<file path="config.mk">
export PLATFORM = sky130hd
export DESIGN_NAME = bresenham_resample_replicate_max
export DESIGN_NICKNAME = d
export VERILOG_FILES = /design/src/brr_pkg.sv /design/src/brr_step.sv /design/src/brr_out_reg.sv /design/src/bresenham_resample_replicate_max.sv
export SDC_FILE = /design/constraint.sdc
export NUM_CORES = 1
export LEC_CHECK = 0
export BUFFER_PORTS_ARGS = -buffer_cell sky130_fd_sc_hd__buf_2
export CORE_ASPECT_RATIO = 1.5
export CORE_MARGIN = 5
export CORE_UTILIZATION = 62
export DETAILED_ROUTE_END_ITERATION = 8
export PLACE_DENSITY = 0.81
export RECOVER_POWER = 100
export SYNTH_ARGS = -nofsm -noshare
export SYNTH_HDL_FRONTEND = slang
export SYNTH_SLANG_ARGS = --single-unit
export TNS_END_PERCENT = 100
</file>
<file path="constraint.sdc">
create_clock -name clk -period 10.7 [get_ports clk]
set_input_delay 1.07 -clock clk [delete_from_list [all_inputs] [get_ports clk]]
set_output_delay 1.07 -clock clk [all_outputs]
set_load 0.005 [all_outputs]
</file>
<file path="src/brr_pkg.sv">
// ----------------------------------------------------------------------------
// brr_pkg: shared types and constants for the line resampler
// Field widths, register indexes and the result beat structure.
// ----------------------------------------------------------------------------
package brr_pkg;

  localparam int LEN_W          = 13;
  localparam int SAMPLE_W       = 32;
  localparam int DEC_W          = 16;
  localparam int DEF_MAX_LENGTH = 4096;
  localparam int DEF_MAX_RUN    = 64;

  localparam logic REG_IN_LENGTH  = 1'b0;
  localparam logic REG_OUT_LENGTH = 1'b1;

  typedef struct packed {
    logic [SAMPLE_W-1:0] value;
    logic                run_last;
    logic                line_last;
  } result_t;

endpackage

</file>
<file path="src/brr_step.sv">
// ----------------------------------------------------------------------------
// brr_step: shared decision and max unit
// One Bresenham decision update and one signed max compare per cycle.
// ----------------------------------------------------------------------------
module brr_step import brr_pkg::*; (
  input  logic [DEC_W-1:0]    dec,
  input  logic [DEC_W-1:0]    d1,
  input  logic [DEC_W-1:0]    d2,
  input  logic [SAMPLE_W-1:0] smp,
  input  logic [SAMPLE_W-1:0] hm,
  output logic [DEC_W-1:0]    sum,
  output logic                advance,
  output logic [SAMPLE_W-1:0] hm_max
);

  assign advance = ~dec[DEC_W-1];
  assign sum     = dec + (advance ? d2 : d1);
  assign hm_max  = ($signed(smp) > $signed(hm)) ? smp : hm;

endmodule

</file>
<file path="src/brr_out_reg.sv">
// ----------------------------------------------------------------------------
// brr_out_reg: output register
// Holds one result beat toward the master side until it is taken.
// ----------------------------------------------------------------------------
module brr_out_reg import brr_pkg::*; (
  input  logic                clk,
  input  logic                rst,
  input  logic                in_valid,
  input  result_t             in_beat,
  output logic                in_ready,
  output logic                m_tvalid,
  input  logic                m_tready,
  output logic [SAMPLE_W-1:0] m_tdata,   // value
  output logic                m_tlast,   // run_last
  output logic                m_tuser    // line_last
);

  result_t beat;

  assign in_ready = ~m_tvalid | m_tready;

  always_ff @(posedge clk) begin
    if (rst) begin
      m_tvalid <= 1'b0;
    end else if (in_ready) begin
      m_tvalid <= in_valid;
    end
  end

  always_ff @(posedge clk) begin
    if (in_ready && in_valid) begin
      beat <= in_beat;
    end
  end

  assign m_tdata = beat.value;
  assign m_tlast = beat.run_last;
  assign m_tuser = beat.line_last;

endmodule

</file>
<file path="src/bresenham_resample_replicate_max.sv">
// ----------------------------------------------------------------------------
// bresenham_resample_replicate_max: Bresenham line resampler
// Resamples lines of in_length samples to out_length samples.
//
// Usage:
//   Slave side carries one sample per beat (tdata) with a line start flag
//   in tuser. Master side carries result beats: value in tdata, the last
//   result of an input in tlast, the out_length-th result of a line in tuser.
//   in_length and out_length are written through cfg_we/cfg_index/cfg_data
//   while the block is idle.
// Timing:
//   Copy and compression accept one sample per cycle while the master side
//   keeps up. Expansion emits nothing on the accepting edge, then runs its
//   steps from a single shared decision adder, up to MAX_RUN steps, and the
//   slave side is held off until the run ends. Steps dropped past the end
//   of a line still run and advance the decision.
//   A result passes a result register and an output register: copy and
//   compression results enter the result register on the accepting edge,
//   the first result of a run on the first run step.
// Reset: lengths return to one, decision, held max and count to zero.
// Stall: a stalled master side fills both registers, then tready drops.
// ----------------------------------------------------------------------------
module bresenham_resample_replicate_max import brr_pkg::*; #(
  parameter int MAX_LENGTH = DEF_MAX_LENGTH,
  parameter int MAX_RUN    = DEF_MAX_RUN
) (
  input  logic                clk,
  input  logic                rst,
  input  logic                cfg_we,
  input  logic                cfg_index,
  input  logic [LEN_W-1:0]    cfg_data,
  input  logic                s_tvalid,
  output logic                s_tready,
  input  logic [SAMPLE_W-1:0] s_tdata,   // sample
  input  logic                s_tuser,   // line_start
  output logic                m_tvalid,
  input  logic                m_tready,
  output logic [SAMPLE_W-1:0] m_tdata,   // value
  output logic                m_tlast,   // run_last
  output logic                m_tuser    // line_last
);

  localparam int KW = $clog2(MAX_RUN);
  localparam logic [KW-1:0] K_LAST = KW'(MAX_RUN - 1);
  localparam logic [LEN_W-1:0] LEN_CAP =
    (MAX_LENGTH > (2 ** LEN_W) - 1) ? {LEN_W{1'b1}} : LEN_W'(MAX_LENGTH);

  localparam logic ST_IDLE = 1'b0;
  localparam logic ST_RUN  = 1'b1;

  logic                st;
  logic [LEN_W-1:0]    in_length;
  logic [LEN_W-1:0]    out_length;
  logic [DEC_W-1:0]    decision;
  logic [SAMPLE_W-1:0] held_max;
  logic [LEN_W-1:0]    emitted_count;
  logic [SAMPLE_W-1:0] smp_hold;
  logic [DEC_W-1:0]    d1_r;
  logic [DEC_W-1:0]    d2_r;
  logic [LEN_W-1:0]    nb_r;
  logic [KW-1:0]       k;
  logic                res_valid;
  result_t             res;

  logic [LEN_W-1:0]    na;
  logic [LEN_W-1:0]    nb;
  logic [DEC_W-1:0]    d1;
  logic [DEC_W-1:0]    d2;
  logic                expand;
  logic                same;
  logic [DEC_W-1:0]    dec_base;
  logic [SAMPLE_W-1:0] hm_base;
  logic [LEN_W-1:0]    ec_base;
  logic [LEN_W-1:0]    ec_inc;
  logic                accept;
  logic                res_ready;
  logic                res_move;
  logic                res_free;
  logic                res_load;
  logic                run_step;
  logic                run_final;
  logic                put_ok;
  logic [DEC_W-1:0]    u_dec;
  logic [DEC_W-1:0]    u_d1;
  logic [DEC_W-1:0]    u_d2;
  logic [DEC_W-1:0]    u_sum;
  logic                u_adv;
  logic [SAMPLE_W-1:0] u_max;

  always_ff @(posedge clk) begin
    if (rst) begin
      in_length  <= LEN_W'(1);
      out_length <= LEN_W'(1);
    end else if (cfg_we) begin
      unique case (cfg_index)
        REG_IN_LENGTH:  in_length  <= cfg_data;
        REG_OUT_LENGTH: out_length <= cfg_data;
        default:        ;
      endcase
    end
  end

  always_comb begin
    na     = (in_length > LEN_CAP) ? LEN_CAP : in_length;
    nb     = (out_length > LEN_CAP) ? LEN_CAP : out_length;
    expand = na < nb;
    same   = na == nb;
    if (expand) begin
      d1 = {2'b00, na, 1'b0};
      d2 = d1 - {2'b00, nb, 1'b0};
    end else begin
      d1 = {2'b00, nb, 1'b0};
      d2 = d1 - {2'b00, na, 1'b0};
    end
    if (s_tuser) begin
      dec_base = expand ? d2 : (d1 - {3'b000, na});
      hm_base  = '0;
      ec_base  = '0;
    end else begin
      dec_base = decision;
      hm_base  = held_max;
      ec_base  = emitted_count;
    end
  end

  assign res_move  = res_valid && res_ready;
  assign res_free  = !res_valid || res_move;
  assign s_tready  = (st == ST_IDLE) && res_free;
  assign accept    = s_tvalid && s_tready;
  assign run_step  = (st == ST_RUN) && res_free;

  assign u_dec = (st == ST_RUN) ? decision : dec_base;
  assign u_d1  = (st == ST_RUN) ? d1_r : d1;
  assign u_d2  = (st == ST_RUN) ? d2_r : d2;

  brr_step u_step (
    .dec     (u_dec),
    .d1      (u_d1),
    .d2      (u_d2),
    .smp     (s_tdata),
    .hm      (hm_base),
    .sum     (u_sum),
    .advance (u_adv),
    .hm_max  (u_max)
  );

  assign run_final = u_adv || (k == K_LAST);
  assign ec_inc    = ((st == ST_RUN) ? emitted_count : ec_base) + LEN_W'(1);
  assign put_ok    = (st == ST_RUN) ? (emitted_count < nb_r) : (ec_base < nb);
  assign res_load  = put_ok && ((accept && (same || (!expand && u_adv))) || run_step);

  always_ff @(posedge clk) begin
    if (rst) begin
      st            <= ST_IDLE;
      res_valid     <= 1'b0;
      decision      <= '0;
      held_max      <= '0;
      emitted_count <= '0;
      k             <= '0;
    end else begin
      if (res_load) begin
        res_valid <= 1'b1;
      end else if (res_move) begin
        res_valid <= 1'b0;
      end
      if (accept) begin
        priority if (same) begin
          decision      <= dec_base;
          held_max      <= hm_base;
          emitted_count <= put_ok ? ec_inc : ec_base;
          res.value     <= s_tdata;
          res.run_last  <= 1'b1;
          res.line_last <= ec_inc == nb;
        end else if (expand) begin
          decision      <= dec_base;
          held_max      <= hm_base;
          emitted_count <= ec_base;
          smp_hold      <= s_tdata;
          d1_r          <= d1;
          d2_r          <= d2;
          nb_r          <= nb;
          k             <= '0;
          st            <= ST_RUN;
        end else begin
          decision <= u_sum;
          if (u_adv) begin
            held_max      <= '0;
            emitted_count <= put_ok ? ec_inc : ec_base;
            res.value     <= u_max;
            res.run_last  <= 1'b1;
            res.line_last <= ec_inc == nb;
          end else begin
            held_max      <= u_max;
            emitted_count <= ec_base;
          end
        end
      end else if (run_step) begin
        decision <= u_sum;
        if (put_ok) begin
          emitted_count <= ec_inc;
          res.value     <= smp_hold;
          res.run_last  <= run_final || (ec_inc == nb_r);
          res.line_last <= ec_inc == nb_r;
        end
        if (run_final) begin
          st <= ST_IDLE;
        end else begin
          k <= k + KW'(1);
        end
      end
    end
  end

  brr_out_reg u_out (
    .clk      (clk),
    .rst      (rst),
    .in_valid (res_valid),
    .in_beat  (res),
    .in_ready (res_ready),
    .m_tvalid (m_tvalid),
    .m_tready (m_tready),
    .m_tdata  (m_tdata),
    .m_tlast  (m_tlast),
    .m_tuser  (m_tuser)
  );

  a_expand_starts: assert property (@(posedge clk) disable iff (rst)
    accept && expand |=> st == ST_RUN)
    else $error("accepted expansion beat did not start a run");

  a_res_hold: assert property (@(posedge clk) disable iff (rst)
    res_valid && !res_ready |=> res_valid && $stable(res))
    else $error("pending result lost or changed while output stalled");

  a_run_no_overwrite: assert property (@(posedge clk) disable iff (rst)
    (st == ST_RUN) && res_valid && !res_ready |=> $stable(decision) && $stable(k))
    else $error("run advanced while result register was full");

  a_run_bound: assert property (@(posedge clk) disable iff (rst)
    run_step && (k == K_LAST) |=> st == ST_IDLE)
    else $error("expansion run exceeded its cap");

endmodule

</file>
==> impl_metrics.tcl <==
set metrics [dict create \
    final_min_period_over_clock_period_pct 89.65 \
    grt_pass1_wl_um 58710 \
    wire_per_inst_um 20.53 \
    syn-cell-area_sq_um 14050 \
    worst-endpoint-required_ns 11.08 \
    fin_nets 1678 \
    htreeDepth 1 \
    cts_tree "done" \
    count_of_port_buffers_added_during_placement 87 \
    die_x_um 132.9 \
    post-route-cell-area_sq_um 15220 \
    failed_checks "capacitance limit, slew limit" \
    tightest_slew_ns 3.037 \
    final-hold-violation-count 0 \
    ys_seq_elements 235 \
    synthTopCellsByCount "189 x sky130_fd_sc_hd__nand2_1, 140 x sky130_fd_sc_hd__edfxtp_1, 110 x sky130_fd_sc_hd__ha_1" \
    globalRoute.totalOverflow 0 \
    dr.first_iter.drc_count 986 \
    ios 88 \
    setup_repair_after_global_routing_missed_its_margin "false" \
    post-synth-top-area-cell "sky130_fd_sc_hd__edfxtp_1" \
    antenna_found_initial 0 \
    powerDensity_nw_per_um2 194.9 \
    core.rowCount 67 \
    timing_max_transition_violations_final 332 \
    dpl-instance-area_sq_um 14660 \
    synthesis.area_per_instance_sq_um 9.599 \
    worst-path-buf-inv 1 \
    synth-async-reset-ratio_pct 0 \
    slew-limit-headroom_pct -103.2 \
    via_count_of_the_first_global_routing_pass 11580 \
    area_delta_synth_final_pct 8.325 \
    run_status "finished with violations" \
    routed_via_density 6.381 \
    commonest_register_cell_after_synthesis "sky130_fd_sc_hd__edfxtp_1" \
    final.setup_skew_ns 0.02395 \
    synth_edf_count 140 \
    setup_viol 0 \
    fp.dieArea_sq_um 25840 \
    place.gp.congestion 0.9447 \
    insertedDiodeCount 0 \
    worstHoldPathType "flop to flop" \
    cts.repair.resized 0 \
    crit_path_start_kind "flop" \
    design.core.area_sq_um 22380 \
    cts-hold-fix-buffers 0 \
    dr_total_vias 11520 \
    layout-drive-gt1-share_pct 7.194 \
    critPathCaptureType "flop" \
    detail_route.drc_violations 0 \
    grt_usage_pct 27.97 \
    yosysWarnings 0 \
    cts.root.buffer_cell "sky130_fd_sc_hd__clkbuf_16" \
    critical_path.slowest_cell "sky130_fd_sc_hd__nand2_2" \
    cp_top_family "compound AO/OA/AOI/OAI gates" \
    synth_cell_types 80 \
    synth_top_area_share_pct 29.92 \
    grt_start_max_net_pins 75 \
    path_clk_slew_ns 0.07 \
    cap_violations 10 \
    criticalPathCategory "flop to flop" \
    clock_sink_count 235 \
    antenna_violating_nets_post_route 0 \
    power.static_leakage_uw 0.005853 \
    post_synth_inst_count 1464 \
    synth.area.top_cells "sky130_fd_sc_hd__edfxtp_1 30%, sky130_fd_sc_hd__dfxtp_1 14%, sky130_fd_sc_hd__ha_1 9.8%" \
    regToRegSetupSlack_ns 1.11 \
    yosys.cell_count.top_type "sky130_fd_sc_hd__nand2_1" \
    cp_data_arrival_time_ns 9.97 \
    critical_path.most_common_cell "sky130_fd_sc_hd__a21oi_1" \
    start_util_pct 62.78 \
    die-height_um 194.4 \
    cts_setup_buffers 0 \
    insertion_delay_ns 0.53 \
    fin_setup_tns_ns 0 \
    number_of_buffers_created_by_cts 23 \
    cts.path.max_buffers 3 \
    critical_path_peak_fanout 53 \
    period_minus_slack_ns 9.593 \
    seq_area_frac_synth_pct 43.45 \
    ir_worst_vdd_uv 133.2 \
    detailedRoute.firstPassIterationCount 5 \
    fmax_ghz 0.1042 \
    synth_nets 1630 \
    total_wire_length_after_detailed_routing_um 37050 \
    hpwlAfterDp_um 27020 \
    slowest_delay_ns 0.79 \
]
[power by group]
group          total (uW)  internal (uW)  switching (uW)
Clock                 807            454             353
Sequential           1130           1090            45.3
Combinational        1030            392             636
Total                2970           1930            1030
[metal layers]
metal / share of wire [%] / global-route usage (%) / routed length, um
met5: 0 / 0 / 0
met4: 7.3 / 18.53 / 2695
met3: 5.4 / 2.949 / 2017
met2: 50 / 50.11 / 18630
met1: 37 / 31.07 / 13710
[kinds of logic after synthesis]
family,after synthesis,share of synthesized area [%]
and+or+nand+nor,473,15.86
AOI/OAI and AO/OA,409,19.40
DFF,235,43.45
buffers and inverters,143,4.069
adders and majority gates,114,10.36
xor gates and xnor gates,70,4.363
muxes,20,2.493
[placed cells by master, fill, tap and decap left out, types with 20 or more instances in the layout]
cell,instances
sky130_fd_sc_hd__a21oi_1,102
sky130_fd_sc_hd__clkbuf_16,23
sky130_fd_sc_hd__xor2_1,25
sky130_fd_sc_hd__ha_1,110
sky130_fd_sc_hd__xnor2_1,45
sky130_fd_sc_hd__nand3_1,28
sky130_fd_sc_hd__inv_1,65
sky130_fd_sc_hd__a31oi_1,40
sky130_fd_sc_hd__a22o_1,42
sky130_fd_sc_hd__nor2_1,95
sky130_fd_sc_hd__nor3_1,20
sky130_fd_sc_hd__nor2b_1,34
sky130_fd_sc_hd__a21o_1,29
sky130_fd_sc_hd__nand2_1,189
sky130_fd_sc_hd__clkbuf_1,62
sky130_fd_sc_hd__buf_2,38
sky130_fd_sc_hd__edfxtp_1,140
sky130_fd_sc_hd__or3_1,36
sky130_fd_sc_hd__nand4_1,20
sky130_fd_sc_hd__dfxtp_1,95
sky130_fd_sc_hd__o21ai_0,97
[sequential cells by signal, summed over array words and instances, names as in the netlist, 6 cells and up]
register and flops:
res 34, held_max 32, smp_hold 32, u_out.m_tdata 32
decision 15, d2_r 14, d1_r 13, emitted_count 13
in_length 13, nb_r 13, out_length 13, k 6
[through the flow]
step | util [%] | instances | power (uW) | hold WS, ns | setup WS (ns)
finish | 68.01 | 1805 | 2967 | 0.4152 | 1.107
global route | 68.01 | 1805 | 3127 | 0.4161 | 0.4244
CTS | 68.80 | 1805 | 2974 | 0.4122 | 1.622
detailed placement | 65.50 | 1763 | 2174 | 0.4045 | 1.659
global placement | 65.50 | 1763 | 2148 | 0.4005 | 1.944
floorplan | - | 1464 | 1915 | 0.4003 | 3.212
[cell type report]
| class | instances | area (sq um) |
|---|---|---|
| fillers | 1762 | 7161 |
| multi-input cells | 1086 | 7340 |
| repair buffers | 101 | 449.2 |
| flip-flops and latches | 235 | 6106 |
| clock buffers | 29 | 608.1 |
| inverters | 65 | 244.0 |
| clock inverters | 13 | 130.1 |
| well taps | 276 | 345.3 |
[worst paths after layout]
check | end | start | cells after the start
worst min register to register | u_out.m_tdata[16] | res[18] | 0
worst min-delay path | u_out.m_tdata[16] | res[18] | 0
worst max-delay path | decision[15] | out_length[12] | 28
worst max register to register | decision[15] | out_length[12] | 28
Note: power is estimated with default switching activity, not from simulation.
